$ cat src/rtl/jdg_pkg.sv
`timescale 1ns / 1ps

package jdg_pkg;

   // Field widths of the ports.
   localparam int DAY_NUMBER_W = 24;
   localparam int YEAR_W       = 17;
   localparam int MONTH_W      = 4;
   localparam int DOM_W        = 5;

   // Calendar constants.
   localparam int DAY_OFFSET_X4 = 6884477;
   localparam int DAYS_PER_400Y = 146097;
   localparam int DAYS_PER_100Y = 36525;
   localparam int DAYS_PER_5MON = 153;
   localparam int CENTURY_ROUND = 99;
   localparam int YEARS_PER_CENTURY = 100;

   // The scaled day number is biased by whole 400-year cycles so that it is
   // never negative; the century count is unbiased again in the year.
   localparam int CYCLE_BIAS  = 48;
   localparam int NUM_OFFSET  = CYCLE_BIAS * DAYS_PER_400Y - DAY_OFFSET_X4;
   localparam int YEAR_BIAS   = CYCLE_BIAS * YEARS_PER_CENTURY;

   // Numerator and quotient widths of the four constant divisions.
   localparam int CYC_NUM_W = 27;   // 4 * day number + offset
   localparam int CYC_QUO_W = 9;    // biased centuries, up to 460
   localparam int CYC_REM_W = $clog2(DAYS_PER_400Y);
   localparam int CEN_NUM_W = 22;   // 100 * (r400 / 4) + 99
   localparam int CEN_QUO_W = 7;    // years within the century, up to 99
   localparam int CEN_REM_W = $clog2(DAYS_PER_100Y);
   localparam int DOY_QUO_W = 9;    // day of the March-based year, up to 365
   localparam int MON_NUM_W = 11;   // 5 * day of year + 2
   localparam int MON_QUO_W = 4;    // March-based month, 0 to 11
   localparam int MON_REM_W = $clog2(DAYS_PER_5MON);

   // Division of the month remainder by five: (x * 205) >> 10 is exact
   // for every x below 1024.
   localparam int DIV5_MUL   = 205;
   localparam int DIV5_SHIFT = 10;
   localparam int DIV5_W     = MON_REM_W + DIV5_SHIFT;

   localparam int MONTHS_TO_JAN = 10;   // March-based months from here wrap into the next year

   typedef logic [DAY_NUMBER_W-1:0]  day_number_type;
   typedef logic signed [YEAR_W-1:0] year_type;
   typedef logic [MONTH_W-1:0]       month_type;
   typedef logic [DOM_W-1:0]         dom_type;

   // Data that rides along the later divisions.
   typedef struct packed {
      year_type              year_base;
      logic [CEN_QUO_W-1:0]  years;
   } year_side_type;

endpackage

$ cat src/rtl/jdg_if.sv
`timescale 1ns / 1ps

interface jdg_req_if;
   import jdg_pkg::*;

   logic           valid;
   logic           ready;
   day_number_type day_number;

   modport source (output valid, output day_number, input ready);
   modport sink (input valid, input day_number, output ready);
endinterface

interface jdg_rsp_if;
   import jdg_pkg::*;

   logic      valid;
   logic      ready;
   year_type  year;
   month_type month;
   dom_type   day;

   modport source (output valid, output year, output month, output day, input ready);
   modport sink (input valid, input year, input month, input day, output ready);
endinterface

$ cat src/rtl/julian_day_to_gregorian_date.sv
`timescale 1ns / 1ps

// Channel   Dir   Words                      Handshake
// req_ch    in    day_number (24 bits)       valid / ready
// rsp_ch    out   year (17 s), month, day    valid / ready
//
// One word is accepted every cycle while no stall reaches the input. Eleven
// register stages (offset, century scaling, two for each of the four constant
// divisions, output) carry each word from the input to its result.
// Reset is synchronous and empties every stage.
// Each stage holds its word while the one after it is full and stalled, so
// words move up into bubbles and input is taken while a result waits.

module julian_day_to_gregorian_date (
   input  logic      clock,
   input  logic      reset,
   jdg_req_if.sink   req_ch,
   jdg_rsp_if.source rsp_ch
);
   import jdg_pkg::*;

   localparam int SIDE_W = $bits(year_side_type);

   // Offset stage.
   logic                 a_valid_ff;
   logic [CYC_NUM_W-1:0] a_num_ff, a_num_in;
   logic                 a_ready;

   // Division into centuries.
   logic                 cyc_in_ready, cyc_valid, cyc_ready;
   logic [CYC_QUO_W-1:0] cyc_quo;
   logic [CYC_REM_W-1:0] cyc_rem;

   // Century scaling stage.
   logic                 b_valid_ff;
   logic [CEN_NUM_W-1:0] b_num_ff, b_num_in;
   year_type             b_year_ff, b_year_in;
   logic                 b_ready;

   // Division into years.
   logic                 cen_in_ready, cen_valid, cen_ready;
   logic [CEN_QUO_W-1:0] cen_quo;
   logic [CEN_REM_W-1:0] cen_rem;
   year_type             cen_year;

   // Division into day of year.
   logic                 doy_in_ready, doy_valid, doy_ready;
   logic [DOY_QUO_W-1:0] doy_quo;
   year_side_type        doy_side_in, doy_side;

   // Division into months.
   logic                 mon_in_ready, mon_valid, mon_ready;
   logic [MON_NUM_W-1:0] mon_num;
   logic [MON_QUO_W-1:0] mon_quo;
   logic [MON_REM_W-1:0] mon_rem;
   year_side_type        mon_side;

   // Output register.
   logic                 o_valid_ff;
   year_type             o_year_ff, o_year_in;
   month_type            o_month_ff, o_month_in;
   dom_type              o_day_ff, o_day_in;
   logic                 o_ready;
   logic                 carry;
   logic [YEAR_W-1:0]    year_sum;
   logic [DIV5_W-1:0]    day_prod;

   // Offset stage.
   assign a_num_in = (CYC_NUM_W'(req_ch.day_number) << 2) + CYC_NUM_W'(NUM_OFFSET);
   assign a_ready  = !a_valid_ff || cyc_in_ready;
   assign req_ch.ready = a_ready;

   always_ff @(posedge clock) begin
      if (reset) begin
         a_valid_ff <= 1'b0;
      end else if (a_ready) begin
         a_valid_ff <= req_ch.valid;
      end
      if (a_ready && req_ch.valid) begin
         a_num_ff <= a_num_in;
      end
   end

   jdg_cdiv #(
      .NUM_W   (CYC_NUM_W),
      .QUO_W   (CYC_QUO_W),
      .DIVISOR (DAYS_PER_400Y),
      .SIDE_W  (1)
   ) u_cyc_div (
      .clock     (clock),
      .reset     (reset),
      .in_valid  (a_valid_ff),
      .in_ready  (cyc_in_ready),
      .num_i     (a_num_ff),
      .side_i    (1'b0),
      .out_valid (cyc_valid),
      .out_ready (cyc_ready),
      .quo_o     (cyc_quo),
      .rem_o     (cyc_rem),
      .side_o    ()
   );

   // Century scaling; the century count becomes the year base, unbiased.
   assign b_num_in  = CEN_NUM_W'(cyc_rem[CYC_REM_W-1:2]) * CEN_NUM_W'(YEARS_PER_CENTURY)
                      + CEN_NUM_W'(CENTURY_ROUND);
   assign b_year_in = year_type'(YEAR_W'(cyc_quo) * YEAR_W'(YEARS_PER_CENTURY)
                      - YEAR_W'(YEAR_BIAS));
   assign b_ready   = !b_valid_ff || cen_in_ready;
   assign cyc_ready = b_ready;

   always_ff @(posedge clock) begin
      if (reset) begin
         b_valid_ff <= 1'b0;
      end else if (b_ready) begin
         b_valid_ff <= cyc_valid;
      end
      if (b_ready && cyc_valid) begin
         b_num_ff  <= b_num_in;
         b_year_ff <= b_year_in;
      end
   end

   jdg_cdiv #(
      .NUM_W   (CEN_NUM_W),
      .QUO_W   (CEN_QUO_W),
      .DIVISOR (DAYS_PER_100Y),
      .SIDE_W  (YEAR_W)
   ) u_cen_div (
      .clock     (clock),
      .reset     (reset),
      .in_valid  (b_valid_ff),
      .in_ready  (cen_in_ready),
      .num_i     (b_num_ff),
      .side_i    (b_year_ff),
      .out_valid (cen_valid),
      .out_ready (cen_ready),
      .quo_o     (cen_quo),
      .rem_o     (cen_rem),
      .side_o    (cen_year)
   );

   assign doy_side_in.year_base = cen_year;
   assign doy_side_in.years     = cen_quo;

   jdg_cdiv #(
      .NUM_W   (CEN_REM_W),
      .QUO_W   (DOY_QUO_W),
      .DIVISOR (YEARS_PER_CENTURY),
      .SIDE_W  (SIDE_W)
   ) u_doy_div (
      .clock     (clock),
      .reset     (reset),
      .in_valid  (cen_valid),
      .in_ready  (doy_in_ready),
      .num_i     (cen_rem),
      .side_i    (doy_side_in),
      .out_valid (doy_valid),
      .out_ready (doy_ready),
      .quo_o     (doy_quo),
      .rem_o     (),
      .side_o    (doy_side)
   );

   assign cen_ready = doy_in_ready;

   // Five times the day of year plus two, as a shift and add.
   assign mon_num = (MON_NUM_W'(doy_quo) << 2) + MON_NUM_W'(doy_quo) + MON_NUM_W'(2);

   jdg_cdiv #(
      .NUM_W   (MON_NUM_W),
      .QUO_W   (MON_QUO_W),
      .DIVISOR (DAYS_PER_5MON),
      .SIDE_W  (SIDE_W)
   ) u_mon_div (
      .clock     (clock),
      .reset     (reset),
      .in_valid  (doy_valid),
      .in_ready  (mon_in_ready),
      .num_i     (mon_num),
      .side_i    (doy_side),
      .out_valid (mon_valid),
      .out_ready (mon_ready),
      .quo_o     (mon_quo),
      .rem_o     (mon_rem),
      .side_o    (mon_side)
   );

   assign doy_ready = mon_in_ready;

   // Fold March-based months into January to December; January and
   // February belong to the next year.
   assign carry    = (mon_quo >= MON_QUO_W'(MONTHS_TO_JAN));
   assign day_prod = DIV5_W'(mon_rem) * DIV5_W'(DIV5_MUL);
   assign year_sum = YEAR_W'(mon_side.year_base) + YEAR_W'(mon_side.years) + YEAR_W'(carry);

   always_comb begin
      if (carry) begin
         o_month_in = mon_quo - MON_QUO_W'(9);
      end else begin
         o_month_in = mon_quo + MON_QUO_W'(3);
      end
      o_day_in = DOM_W'(day_prod >> DIV5_SHIFT) + DOM_W'(1);
      // There is no year zero: astronomical year 0 is 1 BC, shown as -1.
      if (year_sum[YEAR_W-1] || (year_sum == '0)) begin
         o_year_in = year_type'(year_sum - YEAR_W'(1));
      end else begin
         o_year_in = year_type'(year_sum);
      end
   end

   assign o_ready   = !o_valid_ff || rsp_ch.ready;
   assign mon_ready = o_ready;

   always_ff @(posedge clock) begin
      if (reset) begin
         o_valid_ff <= 1'b0;
      end else if (o_ready) begin
         o_valid_ff <= mon_valid;
      end
      if (o_ready && mon_valid) begin
         o_year_ff  <= o_year_in;
         o_month_ff <= o_month_in;
         o_day_ff   <= o_day_in;
      end
   end

   assign rsp_ch.valid = o_valid_ff;
   assign rsp_ch.year  = o_year_ff;
   assign rsp_ch.month = o_month_ff;
   assign rsp_ch.day   = o_day_ff;

endmodule

$ cat src/rtl/jdg_cdiv.sv
`timescale 1ns / 1ps

module jdg_cdiv #(
   parameter int NUM_W   = 16,
   parameter int QUO_W   = 8,
   parameter int DIVISOR = 100,
   parameter int SIDE_W  = 1
) (
   input  logic                        clock,
   input  logic                        reset,
   input  logic                        in_valid,
   output logic                        in_ready,
   input  logic [NUM_W-1:0]            num_i,
   input  logic [SIDE_W-1:0]           side_i,
   output logic                        out_valid,
   input  logic                        out_ready,
   output logic [QUO_W-1:0]            quo_o,
   output logic [$clog2(DIVISOR)-1:0]  rem_o,
   output logic [SIDE_W-1:0]           side_o
);
   localparam int    REM_W   = $clog2(DIVISOR);
   localparam longint RECIP  = (64'd1 << NUM_W) / DIVISOR;
   localparam int    RECIP_W = $clog2(RECIP + 1);
   localparam int    PROD_W  = NUM_W + RECIP_W;

   // Estimate stage: the scaled reciprocal gives the true quotient or one less,
   // because the numerator stays below 2**NUM_W.
   logic              est_valid_ff;
   logic [NUM_W-1:0]  est_num_ff;
   logic [QUO_W-1:0]  est_quo_ff, est_quo_in;
   logic [SIDE_W-1:0] est_side_ff;
   logic [PROD_W-1:0] prod;
   logic              est_ready;

   // Correction stage.
   logic              cor_valid_ff;
   logic [QUO_W-1:0]  cor_quo_ff, cor_quo_in;
   logic [REM_W-1:0]  cor_rem_ff, cor_rem_in;
   logic [SIDE_W-1:0] cor_side_ff;
   logic [NUM_W-1:0]  quo_times_div;
   logic [NUM_W-1:0]  diff;
   logic [REM_W:0]    rem_est;
   logic              cor_ready;

   assign prod       = PROD_W'(num_i) * PROD_W'(RECIP);
   assign est_quo_in = prod[NUM_W +: QUO_W];

   assign cor_ready = !cor_valid_ff || out_ready;
   assign est_ready = !est_valid_ff || cor_ready;
   assign in_ready  = est_ready;

   always_ff @(posedge clock) begin
      if (reset) begin
         est_valid_ff <= 1'b0;
      end else if (est_ready) begin
         est_valid_ff <= in_valid;
      end
      if (est_ready && in_valid) begin
         est_num_ff  <= num_i;
         est_quo_ff  <= est_quo_in;
         est_side_ff <= side_i;
      end
   end

   assign quo_times_div = NUM_W'(est_quo_ff) * NUM_W'(DIVISOR);
   assign diff          = est_num_ff - quo_times_div;
   assign rem_est       = diff[REM_W:0];

   always_comb begin
      if (rem_est >= (REM_W + 1)'(DIVISOR)) begin
         cor_quo_in = est_quo_ff + QUO_W'(1);
         cor_rem_in = REM_W'(rem_est - (REM_W + 1)'(DIVISOR));
      end else begin
         cor_quo_in = est_quo_ff;
         cor_rem_in = rem_est[REM_W-1:0];
      end
   end

   always_ff @(posedge clock) begin
      if (reset) begin
         cor_valid_ff <= 1'b0;
      end else if (cor_ready) begin
         cor_valid_ff <= est_valid_ff;
      end
      if (cor_ready && est_valid_ff) begin
         cor_quo_ff  <= cor_quo_in;
         cor_rem_ff  <= cor_rem_in;
         cor_side_ff <= est_side_ff;
      end
   end

   assign out_valid = cor_valid_ff;
   assign quo_o     = cor_quo_ff;
   assign rem_o     = cor_rem_ff;
   assign side_o    = cor_side_ff;

endmodule

$ cat src/flat_wrapper.sv
// flat-port wrapper written by rule: the top's interface ports become plain ports
module julian_day_to_gregorian_date_flat import jdg_pkg::*;
  (clock, reset, req_ch_valid, req_ch_day_number, req_ch_ready, rsp_ch_valid, rsp_ch_year, rsp_ch_month, rsp_ch_day, rsp_ch_ready);
  jdg_req_if req_ch_i ();
  jdg_rsp_if rsp_ch_i ();
  input  logic clock;
  input  logic reset;
  input wire logic [$bits(req_ch_i.valid)-1:0] req_ch_valid;
  input wire logic [$bits(req_ch_i.day_number)-1:0] req_ch_day_number;
  output wire logic [$bits(req_ch_i.ready)-1:0] req_ch_ready;
  output wire logic [$bits(rsp_ch_i.valid)-1:0] rsp_ch_valid;
  output wire logic [$bits(rsp_ch_i.year)-1:0] rsp_ch_year;
  output wire logic [$bits(rsp_ch_i.month)-1:0] rsp_ch_month;
  output wire logic [$bits(rsp_ch_i.day)-1:0] rsp_ch_day;
  input wire logic [$bits(rsp_ch_i.ready)-1:0] rsp_ch_ready;
  assign req_ch_i.valid = req_ch_valid;
  assign req_ch_i.day_number = req_ch_day_number;
  assign req_ch_ready = req_ch_i.ready;
  assign rsp_ch_valid = rsp_ch_i.valid;
  assign rsp_ch_year = rsp_ch_i.year;
  assign rsp_ch_month = rsp_ch_i.month;
  assign rsp_ch_day = rsp_ch_i.day;
  assign rsp_ch_i.ready = rsp_ch_ready;
  julian_day_to_gregorian_date u_core (.clock(clock), .reset(reset), .req_ch(req_ch_i), .rsp_ch(rsp_ch_i));
endmodule
$ cat config.mk
export PLATFORM = sky130hd
export DESIGN_NAME = julian_day_to_gregorian_date_flat
export DESIGN_NICKNAME = d
export VERILOG_FILES = /design/src/rtl/jdg_pkg.sv /design/src/rtl/jdg_if.sv /design/src/rtl/julian_day_to_gregorian_date.sv /design/src/rtl/jdg_cdiv.sv /design/src/flat_wrapper.sv
export SDC_FILE = /design/constraint.sdc
export NUM_CORES = 1
export LEC_CHECK = 0
export BUFFER_PORTS_ARGS = -buffer_cell sky130_fd_sc_hd__clkbuf_2
export CORE_UTILIZATION = 48
export DETAILED_ROUTE_END_ITERATION = 10
export PLACE_DENSITY = 0.65
export RECOVER_POWER = 50
export SLEW_MARGIN = 20
export SYNTH_ARGS = -nofsm -noshare
export SYNTH_HDL_FRONTEND = slang
export SYNTH_SLANG_ARGS = --single-unit
$ cat constraint.sdc
create_clock -name clock -period 16.35 [get_ports clock]
set_input_delay 0 -clock clock [delete_from_list [all_inputs] [get_ports clock]]
set_output_delay 0 -clock clock [all_outputs]
set_load 0.02 [all_outputs]
==> results of run 1 <==
==> stage by stage <==
step / instance area, um^2 / std cells
final: 35400 / 3739
after global routing: 35400 / 3739
after CTS: 35400 / 3735
after detailed placement: 33600 / 3617
after global placement: 33500 / 3616
after floorplan: 32100 / 2707
==> cell usage in the layout (no fill, tap or decap), types with 38 or more instances in the layout <==
cell,n
a21o_1,40
nor2_1,108
clkbuf_16,44
nand2_1,85
nor3_1,38
xor2_1,69
dlygate4sd3_1,42
inv_1,474
edfxtp_1,349
a21oi_1,83
xnor2_1,191
o21ai_0,53
ha_1,557
fa_1,294
nand3_1,44
==> cells by family after synthesis <==
family          Yosys count
fa+ha+maj               851
buf+inv                 487
simple gates            404
flops                   360
compound gates          337
xor+xnor                261
mux                       7
==> sequential cells by signal, indices dropped and copies added, names as in the netlist, 16 cells and up <==
| register | count |
|---|---|
| u_core.u_cyc_div.rem_o | 16 |
| u_core.u_mon_div.side_o | 22 |
| u_core.u_cen_div.rem_o | 16 |
| u_core.u_doy_div.side_o | 22 |
| u_core.rsp_ch.year | 17 |
| u_core.u_cyc_div.est_num_ff | 17 |
| u_core.a_num_ff | 25 |
| u_core.b_num_ff | 20 |
| u_core.u_doy_div.est_side_ff | 22 |
| u_core.u_mon_div.est_side_ff | 22 |
==> cell usage after synthesis, types with 8 or more instances <==
| cell type | n |
|---|---|
| nand3_1 | 44 |
| o31ai_1 | 12 |
| edfxtp_1 | 349 |
| nor2b_1 | 22 |
| a211oi_1 | 17 |
| a21boi_0 | 8 |
| fa_1 | 294 |
| dfxtp_1 | 11 |
| xnor2_1 | 191 |
| xor2_1 | 69 |
| a21o_1 | 40 |
| and3_1 | 16 |
| nor4_1 | 10 |
| nand4_1 | 15 |
| o21bai_1 | 11 |
| o211ai_1 | 10 |
| nor2_1 | 108 |
| or2_2 | 13 |
| inv_1 | 474 |
| o21ai_0 | 53 |
| ha_1 | 557 |
| nand2b_1 | 15 |
| o21a_1 | 20 |
| nor3_1 | 38 |
| a31oi_1 | 11 |
| nand2_1 | 85 |
| a21oi_1 | 83 |
==> repair_timing <==
item | in CTS | in global routing
buffers inserted | 0 | 0
hold buffers | 42 | 0
resized for setup | 0 | 0
hold endpoints to repair | 36 | 0
==> area by class of cell <==
| class | instances | area share, % |
|---|---|---|
| Multi-Input combinational cell | 1860 | 55.6 |
| Sequential cell | 360 | 30.3 |
| Inverter | 474 | 5.03 |
| Clock buffer | 50 | 3.23 |
| Tap cell | 864 | 3.06 |
| Timing Repair Buffer | 105 | 2.09 |
| Clock inverter | 26 | 0.761 |
==> critical path: cells and delay by family, from the launching register on <==
family	cells	cell delay, ps
simple gates	2	310
buf+inv	4	390
flops	1	590
xor+xnor	2	510
fa+ha+maj	6	2940
compound gates	4	1270
==> worst paths after layout <==
| check | from | to | cells after the start |
|---|---|---|---|
| worst max-delay path | u_core.u_cyc_div.est_quo_ff[1] | u_core.u_cyc_div.rem_o[2] | 18 |
| worst min-delay path | req_ch_day_number[0] | u_core.a_num_ff[2] | 2 |
| worst max register to register | u_core.u_cyc_div.est_quo_ff[1] | u_core.u_cyc_div.rem_o[2] | 18 |
| worst min register to register | u_core.u_cen_div.side_o[8] | u_core.u_doy_div.est_side_ff[15] | 0 |
==> per-layer routing <==
metal / global-route usage (%) / routed length, um / vias to the layer above
met5: 0 / 0 / -
met4: 5.67 / 1550 / 0
met3: 2.07 / 1460 / 85
met2: 32.3 / 29700 / 205
met1: 22.2 / 25800 / 9513
li1: - / - / 9573
==> run summary, run 1 <==
The run finished, with violations left. The checks that failed: design-rule violations, max-capacitance violations, max-slew violations. The highest-delay cell along the critical path is edfxtp_1. The row count is 94. In the post-synthesis netlist, the biggest area contributors are edfxtp_1 (33%), ha_1 (22%), fa_1 (18%). The count of final hold-check violations came out at 0. The final worst-path setup slack is 10090 ps. Routability-driven placement finished with a final weighted congestion of 0.867. The worst setup path is captured at a register. The clock tree from TritonCTS is yes. Of the post-synthesis cell area, the part taken by muxes is less than 1%.

The share of the synthesized area in compound gates (AO/OA/AOI/OAI) is under 10%. The maximum clock path buffer count is 3. The simple-gate area share of the yosys netlist is 6.27%. The clock net in this run drives a total of 360 sinks.

The synthesized design spends more area on one cell type than any other, namely edfxtp_1. The root buffer cell chosen for the clock tree is clkbuf_16. The worst setup path is of the reg -> reg kind. The type of origin of the critical path is a register.

The overall overflow remaining after global route is 0. The number of synthesis warnings is 0. The average via count per standard cell is about 5.2. The iteration-0 DRC count of the detailed router came out at just over 600.

The width of the chip is 261 um. The die area is roughly 0.068 mm^2. The number of pins with negative max-slew slack in the final report was 75. Of the post-synthesis cell area, the dominant cell type holds about a third. The worst setup slack after placement is 10120 ps. The HPWL after detailed placement is approximately 47 mm. The sum of negative setup slack is 0 ps. The endpoint arrival time on the critical path came out at roughly 6600 ps. The number of search-and-repair iterations in the first detailed-routing pass came out at 8.

The measured slew at the worst slew-check pin came out at around 3100 ps. The post-synthesis instance area came out at approximately 0.032 mm^2. The effective utilization at floorplan came out at approximately 49%. The number of setup violations in the final report is 0. After detailed routing, the total wire length is between 50 and 60 mm. The area occupied by multi-input gates came out at 0.0196 mm^2. The synthesized net count is about 3600. Traced cell by cell, the critical path runs through inv_1, fa_1, inv_1, fa_1, fa_1, fa_1, inv_1, fa_1, inv_1, ha_1, nand3_1, o31ai_1, o31a_1, xor2_1, a2111oi_2, o21ai_2, nand2_1, xor2_1. The worst hold slack across all endpoints is 154 ps. The normalized max-slew margin is -109%. In the routed design, unresolved DRC markers number 4. The maximum number of pins on one net before global-route repair came out at 39. The area inside the core boundary came out at ~0.066 mm^2.

The delay of the slowest cell on the worst path is 590 ps. The die is 261 um tall. At the end of the flow, the number of nets in the layout was about 3700. The post-synthesis sequential element count came out at 360. The count of pins on the block boundary is 56.

The via total after detailed routing came out at around 19000. Registers take approximately 0.011 mm^2. The CTS clock-pin slew for the worst setup and hold paths is 60 ps.

Max-cap violations in this run came to 3. Among the stages of the critical path, the cell type that occurs most often is fa_1. Fill cells in the final layout number about 5600.

Setup repair after global routing left no endpoint under its margin. The number of different library cells used by synthesis comes to 85. 0 antenna diodes ended up in the layout. The maximum operating frequency came out at between 150 and 200 MHz. The portion of the post-synthesis area used by sequential elements came out at roughly a third.

The share of the cycle needed by the critical path after routing came out at between 30% and 40%. The average detailed-routed wire length per instance came out at 15.7 um. The post-synthesis to final-layout area growth came out at 10.0%. The kind of path behind the tightest hold check is in -> reg. The clock latency at the later pin of the worst-skew pair is between 500 and 600 ps. Summing the areas of all fa, ha and maj instances in the mapped netlist gives 40.0% of the synthesized area. In this run the number of H-tree levels came out at 2. The reg-to-reg setup timing slack came out at 10090 ps. The post-detailed-route count of antenna-violating nets is 0. For this run, the leading register cell type out of synthesis is edfxtp_1.

In the final layout, the share of cells above drive strength 1 is ~5.3%. In the global route stage, overall resource usage came out at about 18%. Once layout is complete, the utilization of the core stands at between 50% and 60%.

The wire length of the first global-routing pass is between 90 and 100 mm. The critical path required time came out at 16660 ps. Input and output buffers added on the ports amount to 55. The time the final worst path needs with I/O delays and setup came out at around 6300 ps.

Counting the buffers created by CTS gives 43. After synthesis, the largest family of logic cells by area is adder cells. The xor and xnor area share after synthesis is under 10%. The maximum fanout along the worst path is 16. The number of global-route vias before repair came out at 20580. In the synthesized netlist the async set-or-reset flop fraction comes to 0%.

The initial antenna violation count is 0. The instance count of the mapped netlist came out at ~2700. The final setup skew came out at about 44 ps. The number of enable flip-flop cells after synthesis came out at 349.

A synthesized cell averages approximately 12 um^2.
Power of run 1 is not shown: default switching activity piles up to over one toggle a cycle in this logic, so the estimate is an artifact.
==> inputs of run 2 (changes only) <==
--- a/config.mk
+++ b/config.mk
@@ -5,6 +5,7 @@
 export SDC_FILE = /design/constraint.sdc
 export NUM_CORES = 1
 export LEC_CHECK = 0
+export ABC_AREA = 1
 export BUFFER_PORTS_ARGS = -buffer_cell sky130_fd_sc_hd__clkbuf_2
 export CORE_UTILIZATION = 48
 export DETAILED_ROUTE_END_ITERATION = 10
==> constraint.sdc (replaced) <==
create_clock -name clock -period 6.41 [get_ports clock]
set_input_delay 0 -clock clock [delete_from_list [all_inputs] [get_ports clock]]
set_output_delay 0 -clock clock [all_outputs]
set_load 0.02 [all_outputs]
==> run 2 against run 1 <==
The flow finishes with violations (max-capacitance violations, max-slew violations). Die area rose by 9.7%. Synthesized cell count up 37%. Final cell count rose by 29%. Global-route usage rose by 1.3 points. Clock-buffer cell count increased by 1. Sequential cell count did not move. Utilization is 0.48 points lower. Largest cell class unchanged.
==> run summary, run 2 <==
Run status: complete, but fails checks (unchanged). Violations in the final reports: max-capacitance violations, max-slew violations (was design-rule violations, max-capacitance violations, max-slew violations). The final non-filler cell total was 4841 (was 3739).

The clock sink count came out at 360 (unchanged). The final RePlAce weighted congestion is 0.883 (was 0.867). The flip-flop count of the largest register, all copies and words added came out at 25 (unchanged). The number of enable flip-flop cells after synthesis is 349 (unchanged). The number of gates given a new drive strength after cts is 0 (unchanged). The register name with the most flops was u_core.a_num_ff (unchanged). The number of port buffers is 55 (unchanged). The root cell of the clock tree is clkbuf_16 (unchanged). The type of element capturing the critical path is a register (unchanged). The antenna diode count is 0 (unchanged). The maximum fanout along the worst path is 24 (was 16).

The portion of the post-synthesis area used by sequential elements came to 30.3% (was 33.3%). The endpoint arrival time on the critical path is 5850 ps (was 6570 ps). The cell type contributing the most total cell area after synthesis is edfxtp_1 (unchanged). The count of pins on the block boundary came out at 56 (unchanged). The clock tree from TritonCTS was yes (unchanged). The post-cts hold buffer count is 41 (was 42). The distinct cell type count of the synthesized netlist is 56 (was 85). The wire length of the first global-routing pass is 117 mm (was 98.9 mm). The post-synthesis sequential element count is 360 (unchanged). The mean instance size in the synthesized netlist is 9.53 um^2 (was 11.9 um^2). The top-area cell type share of the netlist area came out at 29.7% (was 32.6%). Most frequent cells in the layout: inv_1 (718), nand2_1 (709), ha_1 (557), edfxtp_1 (349), fa_1 (294) (was ha_1 (557), inv_1 (474), edfxtp_1 (349), fa_1 (294), xnor2_1 (191)). The share of the cycle needed by the critical path after routing came out at 86.3% (was 38.3%). The most common cell after layout, fill and taps aside is inv_1 (was ha_1).

The number of buffers inserted to repair setup after CTS is 0 (unchanged). The number of search-and-repair iterations in the first detailed-routing pass is 6 (was 8). The gate family responsible for the most delay along the worst path is adder cells (unchanged).

The average detailed-routed wire length per instance came out at 14.2 um (was 15.7 um). The proportion of layout cells with a drive suffix above 1 is 4.25% (was 5.25%). The max-capacitance violation count is 3 (unchanged).

The number of fillers in the final layout came out at 6576 (was 5626). The maximum clock path buffer count came out at 3 (unchanged). The share of synthesized registers carrying an async set or reset came out at 0% (unchanged). The wire length reported by the detailed router is 68.9 mm (was 58.5 mm). The CTS H-tree depth came to 2 (unchanged). The delay of the slowest cell on the worst path came out at 540 ps (was 590 ps). The number of setup violations in the final report came out at 0 (unchanged). The normalized max-slew margin is -31.4% (was -109%). The dominant synthesized flop cell is edfxtp_1 (unchanged). The count of buffering cells on the critical path with inverters included came out at 4 (unchanged).

The number of global-route vias before repair is 24599 (was 20580). The final setup skew came out at 33.9 ps (was 44.5 ps). The type of origin of the critical path is a register (unchanged). The iteration-0 DRC count of the detailed router is 1219 (was 605).

The cell type with the highest occurrence count on the critical path was nand2_1 (was fa_1). The cell with the most instances after synthesis is inv_1 (was ha_1). Setup repair after global routing missed its margin: no (unchanged).

The clock latency at the later pin of the worst-skew pair is 590 ps (was 570 ps). The highest-delay cell along the critical path was fa_1 (was edfxtp_1). The count of final hold-check violations came out at 0 (unchanged).

The total global-route track usage came to 19.2% (was 17.9%). The number of pins with negative max-slew slack in the final report came out at 103 (was 75). The time the final worst path needs with I/O delays and setup came to 5530 ps (was 6260 ps).

Synth top cells by count: inv_1 (718), nand2_1 (709), ha_1 (557) (was ha_1 (557), inv_1 (474), edfxtp_1 (349)). The CTS clock-pin slew for the worst setup and hold paths came out at 60 ps (about the same). The sum of negative setup slack came to 0 ps (unchanged). The instance count of the mapped netlist came out at 3704 (was 2707).

The number of design rule violations left after detail routing came out at 0 (was 4). The critical path required time came out at 6730 ps (was 16660 ps). The maximum number of pins on one net before global-route repair came out at 39 (unchanged). The width of the chip came out at 273 um (was 261 um).

The synthesized net count is 4583 (was 3586). The die area is 0.0746 mm^2 (was 0.0680 mm^2). The post-synthesis instance area is 0.0353 mm^2 (was 0.0321 mm^2). The final net count came out at 4725 (was 3723). The post-detailed-route count of antenna-violating nets is 0 (unchanged). The post-synthesis to final-layout area growth is 9.60% (was 10.0%). The chip height came out at 273 um (was 261 um). The type of the worst setup path is reg -> reg (unchanged). Top cells by area in the synthesized netlist: edfxtp_1 (30%), ha_1 (20%), fa_1 (17%) (was edfxtp_1 (33%), ha_1 (22%), fa_1 (18%)). Critical path, cell by cell: inv_1, fa_1, inv_1, fa_1, fa_1, fa_1, inv_1, fa_1, inv_1, ha_1, nand2_1, nand2_1, a21boi_0, nand4_1, nand2_1, nand2_1, nor2_1, nand3_1, nand2_2, nand2_2, nand2_1, nand2_1 (was inv_1, fa_1, inv_1, fa_1, fa_1, fa_1, inv_1, fa_1, inv_1, ha_1, nand3_1, o31ai_1, o31a_1, xor2_1, a2111oi_2, o21ai_2, nand2_1, xor2_1).

The via total after detailed routing is 24158 (was 19376). The row count is 99 (was 94). The final standard cell utilization of the core came to 53.1% (was 53.6%). The average via count per standard cell came to 4.99 (was 5.18). The initial antenna violation count came out at 0 (unchanged). The number of buffers added by the clock tree synthesis step is 44 (was 43). The area inside the core boundary came out at 0.0728 mm^2 (was 0.0660 mm^2). The total half-perimeter wirelength after legalization and detailed placement came to 56.8 mm (was 47.1 mm). The effective utilization at floorplan came to 48.5% (was 48.7%). The number of synthesis warnings is 0 (unchanged). The measured slew at the worst slew-check pin was 1970 ps (was 3130 ps). The total placed cells including tap cells is 4718 (was 3617). The maximum operating frequency came out at 181 MHz (was 160 MHz). The kind of path behind the tightest hold check is in -> reg (unchanged). The overall overflow remaining after global route came out at 0 (unchanged).
[run 2: path summary, 6_finish.rpt]
check / startpoint / endpoint / slack [ps] / depth (start not counted)
worst max-delay path: u_core.u_cyc_div.est_quo_ff[2] / u_core.u_cyc_div.quo_o[8] / 880 / 22
worst min-delay path: req_ch_day_number[1] / u_core.a_num_ff[3] / 130 / 2
worst max register to register: u_core.u_cyc_div.est_quo_ff[2] / u_core.u_cyc_div.quo_o[8] / 880 / 22
worst min register to register: u_core.u_doy_div.est_side_ff[0] / u_core.u_doy_div.side_o[0] / 410 / 0
[run 2: layout make-up]
type | instances | area, um^2 | share of cell area, %
Multi-Input combinational cell | 2601 | 21800 | 56.3
Inverter | 724 | 2720 | 7.03
Clock inverter | 31 | 373 | 0.964
Tap cell | 959 | 1200 | 3.10
Timing Repair Buffer | 115 | 779 | 2.02
Sequential cell | 360 | 10700 | 27.7
Clock buffer | 51 | 1150 | 2.97
[run 2: cells by family after synthesis]
logic type / count (synthesis) / share of synthesized area [%]
adder cells (fa/ha/maj): 851 / 36.4
flip-flops: 360 / 30.3
XOR/XNOR: 212 / 5.32
AND/OR/NAND/NOR: 1241 / 15.1
buffers and inverters: 743 / 8.04
AO/OA/AOI/OAI: 297 / 4.77
[run 2: worst reg2reg max path: stages (launching register included)]
cell and delay (ps):
edfxtp_1 510, inv_1 180, fa_1 500, inv_1 50, fa_1 490, fa_1 440, fa_1 540, inv_1 50
fa_1 530, inv_1 40, ha_1 350, nand2_1 90, nand2_1 90, a21boi_0 260, nand4_1 110, nand2_1 140
nand2_1 70, nor2_1 130, nand3_1 100, nand2_2 80, nand2_2 280, nand2_1 160, nand2_1 70
[run 2: metrics by stage]
| stage | cell area [um^2] | setup slack, ps | hold slack (ps) |
|---|---|---|---|
| after global routing | 38700 | 492 | 125 |
| after floorplan | 35300 | 1260 | 69.1 |
| after CTS | 38700 | 855 | 97.6 |
| final | 38700 | 876 | 127 |
| after detailed placement | 36800 | 891 | 179 |
| after global placement | 36800 | 934 | 179 |
[run 2: layer usage]
metal / wire length (um) / part of all wire [%] / GRT usage, %
met5: 0 / 0 / 0
met4: 2100 / 3.0 / 6.06
met3: 2270 / 3.3 / 2.30
met2: 33700 / 49 / 34.0
met1: 30800 / 45 / 24.4
Power of run 2 is left out for the same reason.
==> inputs of run 3 (changes only) <==
--- a/config.mk
+++ b/config.mk
@@ -7,8 +7,10 @@
 export LEC_CHECK = 0
 export ABC_AREA = 1
 export BUFFER_PORTS_ARGS = -buffer_cell sky130_fd_sc_hd__clkbuf_2
+export CORE_ASPECT_RATIO = 0.8
 export CORE_UTILIZATION = 48
 export DETAILED_ROUTE_END_ITERATION = 10
+export GPL_TIMING_DRIVEN = 0
 export PLACE_DENSITY = 0.65
 export RECOVER_POWER = 50
 export SLEW_MARGIN = 20
==> constraint.sdc (replaced) <==
create_clock -name clock -period 6.41 [get_ports clock]
set_input_delay 0.3205 -clock clock [delete_from_list [all_inputs] [get_ports clock]]
set_output_delay 0.3205 -clock clock [all_outputs]
set_load 0.02 [all_outputs]
==> run 3 against run 2 <==
The run still ends with max-capacitance violations, max-slew violations left. Non-clock buffer count fell by 32. Global-route usage increased by 0.49 points. Final cell count decreased by 1.1%. Sequential share of layout area grew 0.26 points. Clock-buffer cell count decreased by 8. Worst hold slack got worse by 69 ps. Sequential cell count is the same. Maximum frequency is 7.5% lower. First-iteration DRC count is 5.4% higher. Critical endpoint is now u_core.u_cyc_div.rem_o[15].
==> run summary, run 3 (same netlist as run 2, synthesis figures left out) <==
The normalized max-slew margin came out at -3.20% (was -31.4%). The type of element capturing the critical path is a register (unchanged). The number of port buffers is 55 (unchanged). The number of pins with negative max-slew slack in the final report is 45 (was 103). The clock latency at the later pin of the worst-skew pair came out at 590 ps (about the same). The maximum operating frequency came to 167 MHz (was 181 MHz). The measured slew at the worst slew-check pin was 1550 ps (was 1970 ps). The kind of path behind the tightest hold check is in -> reg (unchanged). The register name with the most flops is u_core.a_num_ff (unchanged).

The root cell of the clock tree is clkbuf_16 (unchanged). The clock sink count is 360 (unchanged). The number of design rule violations left after detail routing came out at 0 (unchanged). The wire length of the first global-routing pass is 120 mm (was 117 mm). The proportion of layout cells with a drive suffix above 1 is 4.32% (was 4.25%). The row count came out at 88 (was 99).

The share of the cycle needed by the critical path after routing is 93.4% (was 86.3%). The area of placed instances was 0.0369 mm^2 (was 0.0368 mm^2). The start point of the worst min-delay path was req_ch_day_number[21] (was req_ch_day_number[1]). The effective utilization at floorplan was 48.7% (was 48.5%).

The worst hold slack across all endpoints was 57.6 ps (was 127 ps). The count of pins on the block boundary came out at 56 (unchanged). The worst setup slack after placement came out at 449 ps (was 891 ps). The count of final hold-check violations came out at 0 (unchanged). The final instance area is 0.0383 mm^2 (was 0.0387 mm^2).

The via total after detailed routing is 24086 (was 24158). The post-synthesis to final-layout area growth is 8.57% (was 9.60%). The clock tree from TritonCTS is yes (unchanged).

Violations in the final reports: max-capacitance violations, max-slew violations (unchanged). The CTS clock-pin slew for the worst setup and hold paths is 70 ps (was 60 ps). The post-detailed-route count of antenna-violating nets came out at 0 (unchanged). The most common cell after layout, fill and taps aside is inv_1 (unchanged). Setup repair after global routing missed its margin: no (unchanged). The endpoint arrival time on the critical path is 6320 ps (was 5850 ps).

The CTS H-tree depth is 2 (unchanged). The maximum clock path buffer count is 3 (unchanged). The capturing point of the worst reg2reg path is u_core.u_cyc_div.rem_o[15] (was u_core.u_cyc_div.quo_o[8]). The type of origin of the critical path is a register (unchanged). The number of global-route vias before repair came out at 23804 (was 24599). The die area came to 0.0746 mm^2 (about the same).

The initial antenna violation count is 0 (unchanged). The type of the worst setup path is reg -> reg (unchanged). The beginning of the worst register-to-register path is u_core.u_cyc_div.est_quo_ff[1] (was u_core.u_cyc_div.est_quo_ff[2]). The number of setup violations in the final report is 0 (unchanged). The instance count along the most critical hold path came out at 2 (unchanged).

The overall overflow remaining after global route came out at 0 (unchanged). The average detailed-routed wire length per instance was 14.7 um (was 14.2 um). The number of search-and-repair iterations in the first detailed-routing pass is 5 (was 6).

The worst-case reg-to-reg path depth came out at 22 (unchanged). The final setup skew was 25.3 ps (was 33.9 ps). The iteration-0 DRC count of the detailed router came out at 1285 (was 1219).

The wire length reported by the detailed router was 70.3 mm (was 68.9 mm). The maximum number of pins on one net before global-route repair was 39 (unchanged). The flip-flop count of the largest register, all copies and words added came to 25 (unchanged). The final net count is 4690 (was 4725). The area inside the core boundary was 0.0724 mm^2 (was 0.0728 mm^2).

The width of the chip is 305 um (was 273 um). The reg-to-reg setup timing slack is 430 ps (was 880 ps). The final worst-path setup slack came to 425 ps (was 876 ps). The max-capacitance violation count came out at 2 (was 3). The sum of negative setup slack came out at 0 ps (unchanged). The number of gates given a new drive strength after cts came out at 0 (unchanged). The number of buffers inserted to repair setup after CTS is 0 (unchanged).

The critical path required time came out at 6750 ps (was 6730 ps). The maximum fanout along the worst path came out at 10 (was 24). Most frequent cells in the layout: inv_1 (716), nand2_1 (709), ha_1 (557), edfxtp_1 (349), fa_1 (294) (was inv_1 (718), nand2_1 (709), ha_1 (557), edfxtp_1 (349), fa_1 (294)). The chip height came to 245 um (was 273 um). The total half-perimeter wirelength after legalization and detailed placement came out at 57.4 mm (was 56.8 mm). The antenna diode count came out at 0 (unchanged). The average via count per standard cell came to 5.03 (was 4.99).

The number of fillers in the final layout came out at 6563 (was 6576). The time the final worst path needs with I/O delays and setup is 5980 ps (was 5530 ps). The capture endpoint of the worst hold path was u_core.a_num_ff[23] (was u_core.a_num_ff[3]). Run status: complete, but fails checks (unchanged).

The final RePlAce weighted congestion is 0.896 (was 0.883). The number of buffers added by the clock tree synthesis step is 41 (was 44). The total global-route track usage came out at 19.7% (was 19.2%).
## run 3: how the worst max path moves through the flow
| stage | to | depth (start not counted) | from |
|---|---|---|---|
| final | u_core.u_cyc_div.rem_o[15] | 22 | u_core.u_cyc_div.est_quo_ff[1] |
| after global routing | u_core.u_cyc_div.quo_o[2] | 22 | u_core.u_cyc_div.est_quo_ff[1] |
| after CTS | u_core.u_cyc_div.rem_o[15] | 22 | u_core.u_cyc_div.est_quo_ff[1] |
| after detailed placement | u_core.u_cyc_div.rem_o[15] | 22 | u_core.u_cyc_div.est_quo_ff[1] |
| after global placement | u_core.u_cyc_div.rem_o[15] | 22 | u_core.u_cyc_div.est_quo_ff[0] |
| after floorplan | u_core.u_cyc_div.quo_o[0] | 23 | u_core.u_cyc_div.est_quo_ff[1] |
## run 3: metrics by stage
stage          instances  utilization, %
2_1_floorplan       3704               -
3_3_place_gp        4704            50.7
3_5_place_dp        4709            50.9
4_1_cts             4786            53.0
5_1_grt             4786            52.9
6_report            4786            52.9
## run 3: metal layers
layer / global-route usage, % / vias to the layer above / routed length, um
met5: 0 / - / 0
met4: 3.87 / 0 / 1100
met3: 2.65 / 71 / 3280
met2: 29.7 / 429 / 29100
met1: 30.3 / 11284 / 36800
li1: - / 12302 / -
## run 3: worst max-delay path, stage by stage, from the launching register on
cell and delay, ps:
edfxtp_1 720, inv_1 240, fa_1 550, inv_1 50, fa_1 450, fa_1 410
fa_1 550, inv_1 70, fa_1 540, inv_1 40, ha_1 350, a21oi_1 250
a21boi_0 290, nand4_1 120, nand2_1 140, nand2_1 60, nor2_1 130, nand3_1 100
nand2_2 160, nand2_2 150, buf_4 220, nand2_1 70, nand2_1 70
## run 3: timing repair
action                                 CTS  global route
endpoints found under the hold margin    4             0
hold buffers                             4             0
setup endpoints to repair                0             0
## run 3: final cells by class
type,count,area [um^2],share of cell area (%)
Buffer,19,120,0.313
Timing Repair Buffer,64,355,0.927
Clock inverter,30,430,1.12
Sequential cell,360,10700,27.9
Multi-Input combinational cell,2601,21800,56.8
Inverter,724,2720,7.09
Tap cell,945,1180,3.09
Clock buffer,43,1030,2.70
Power of run 3 is left out for the same reason.
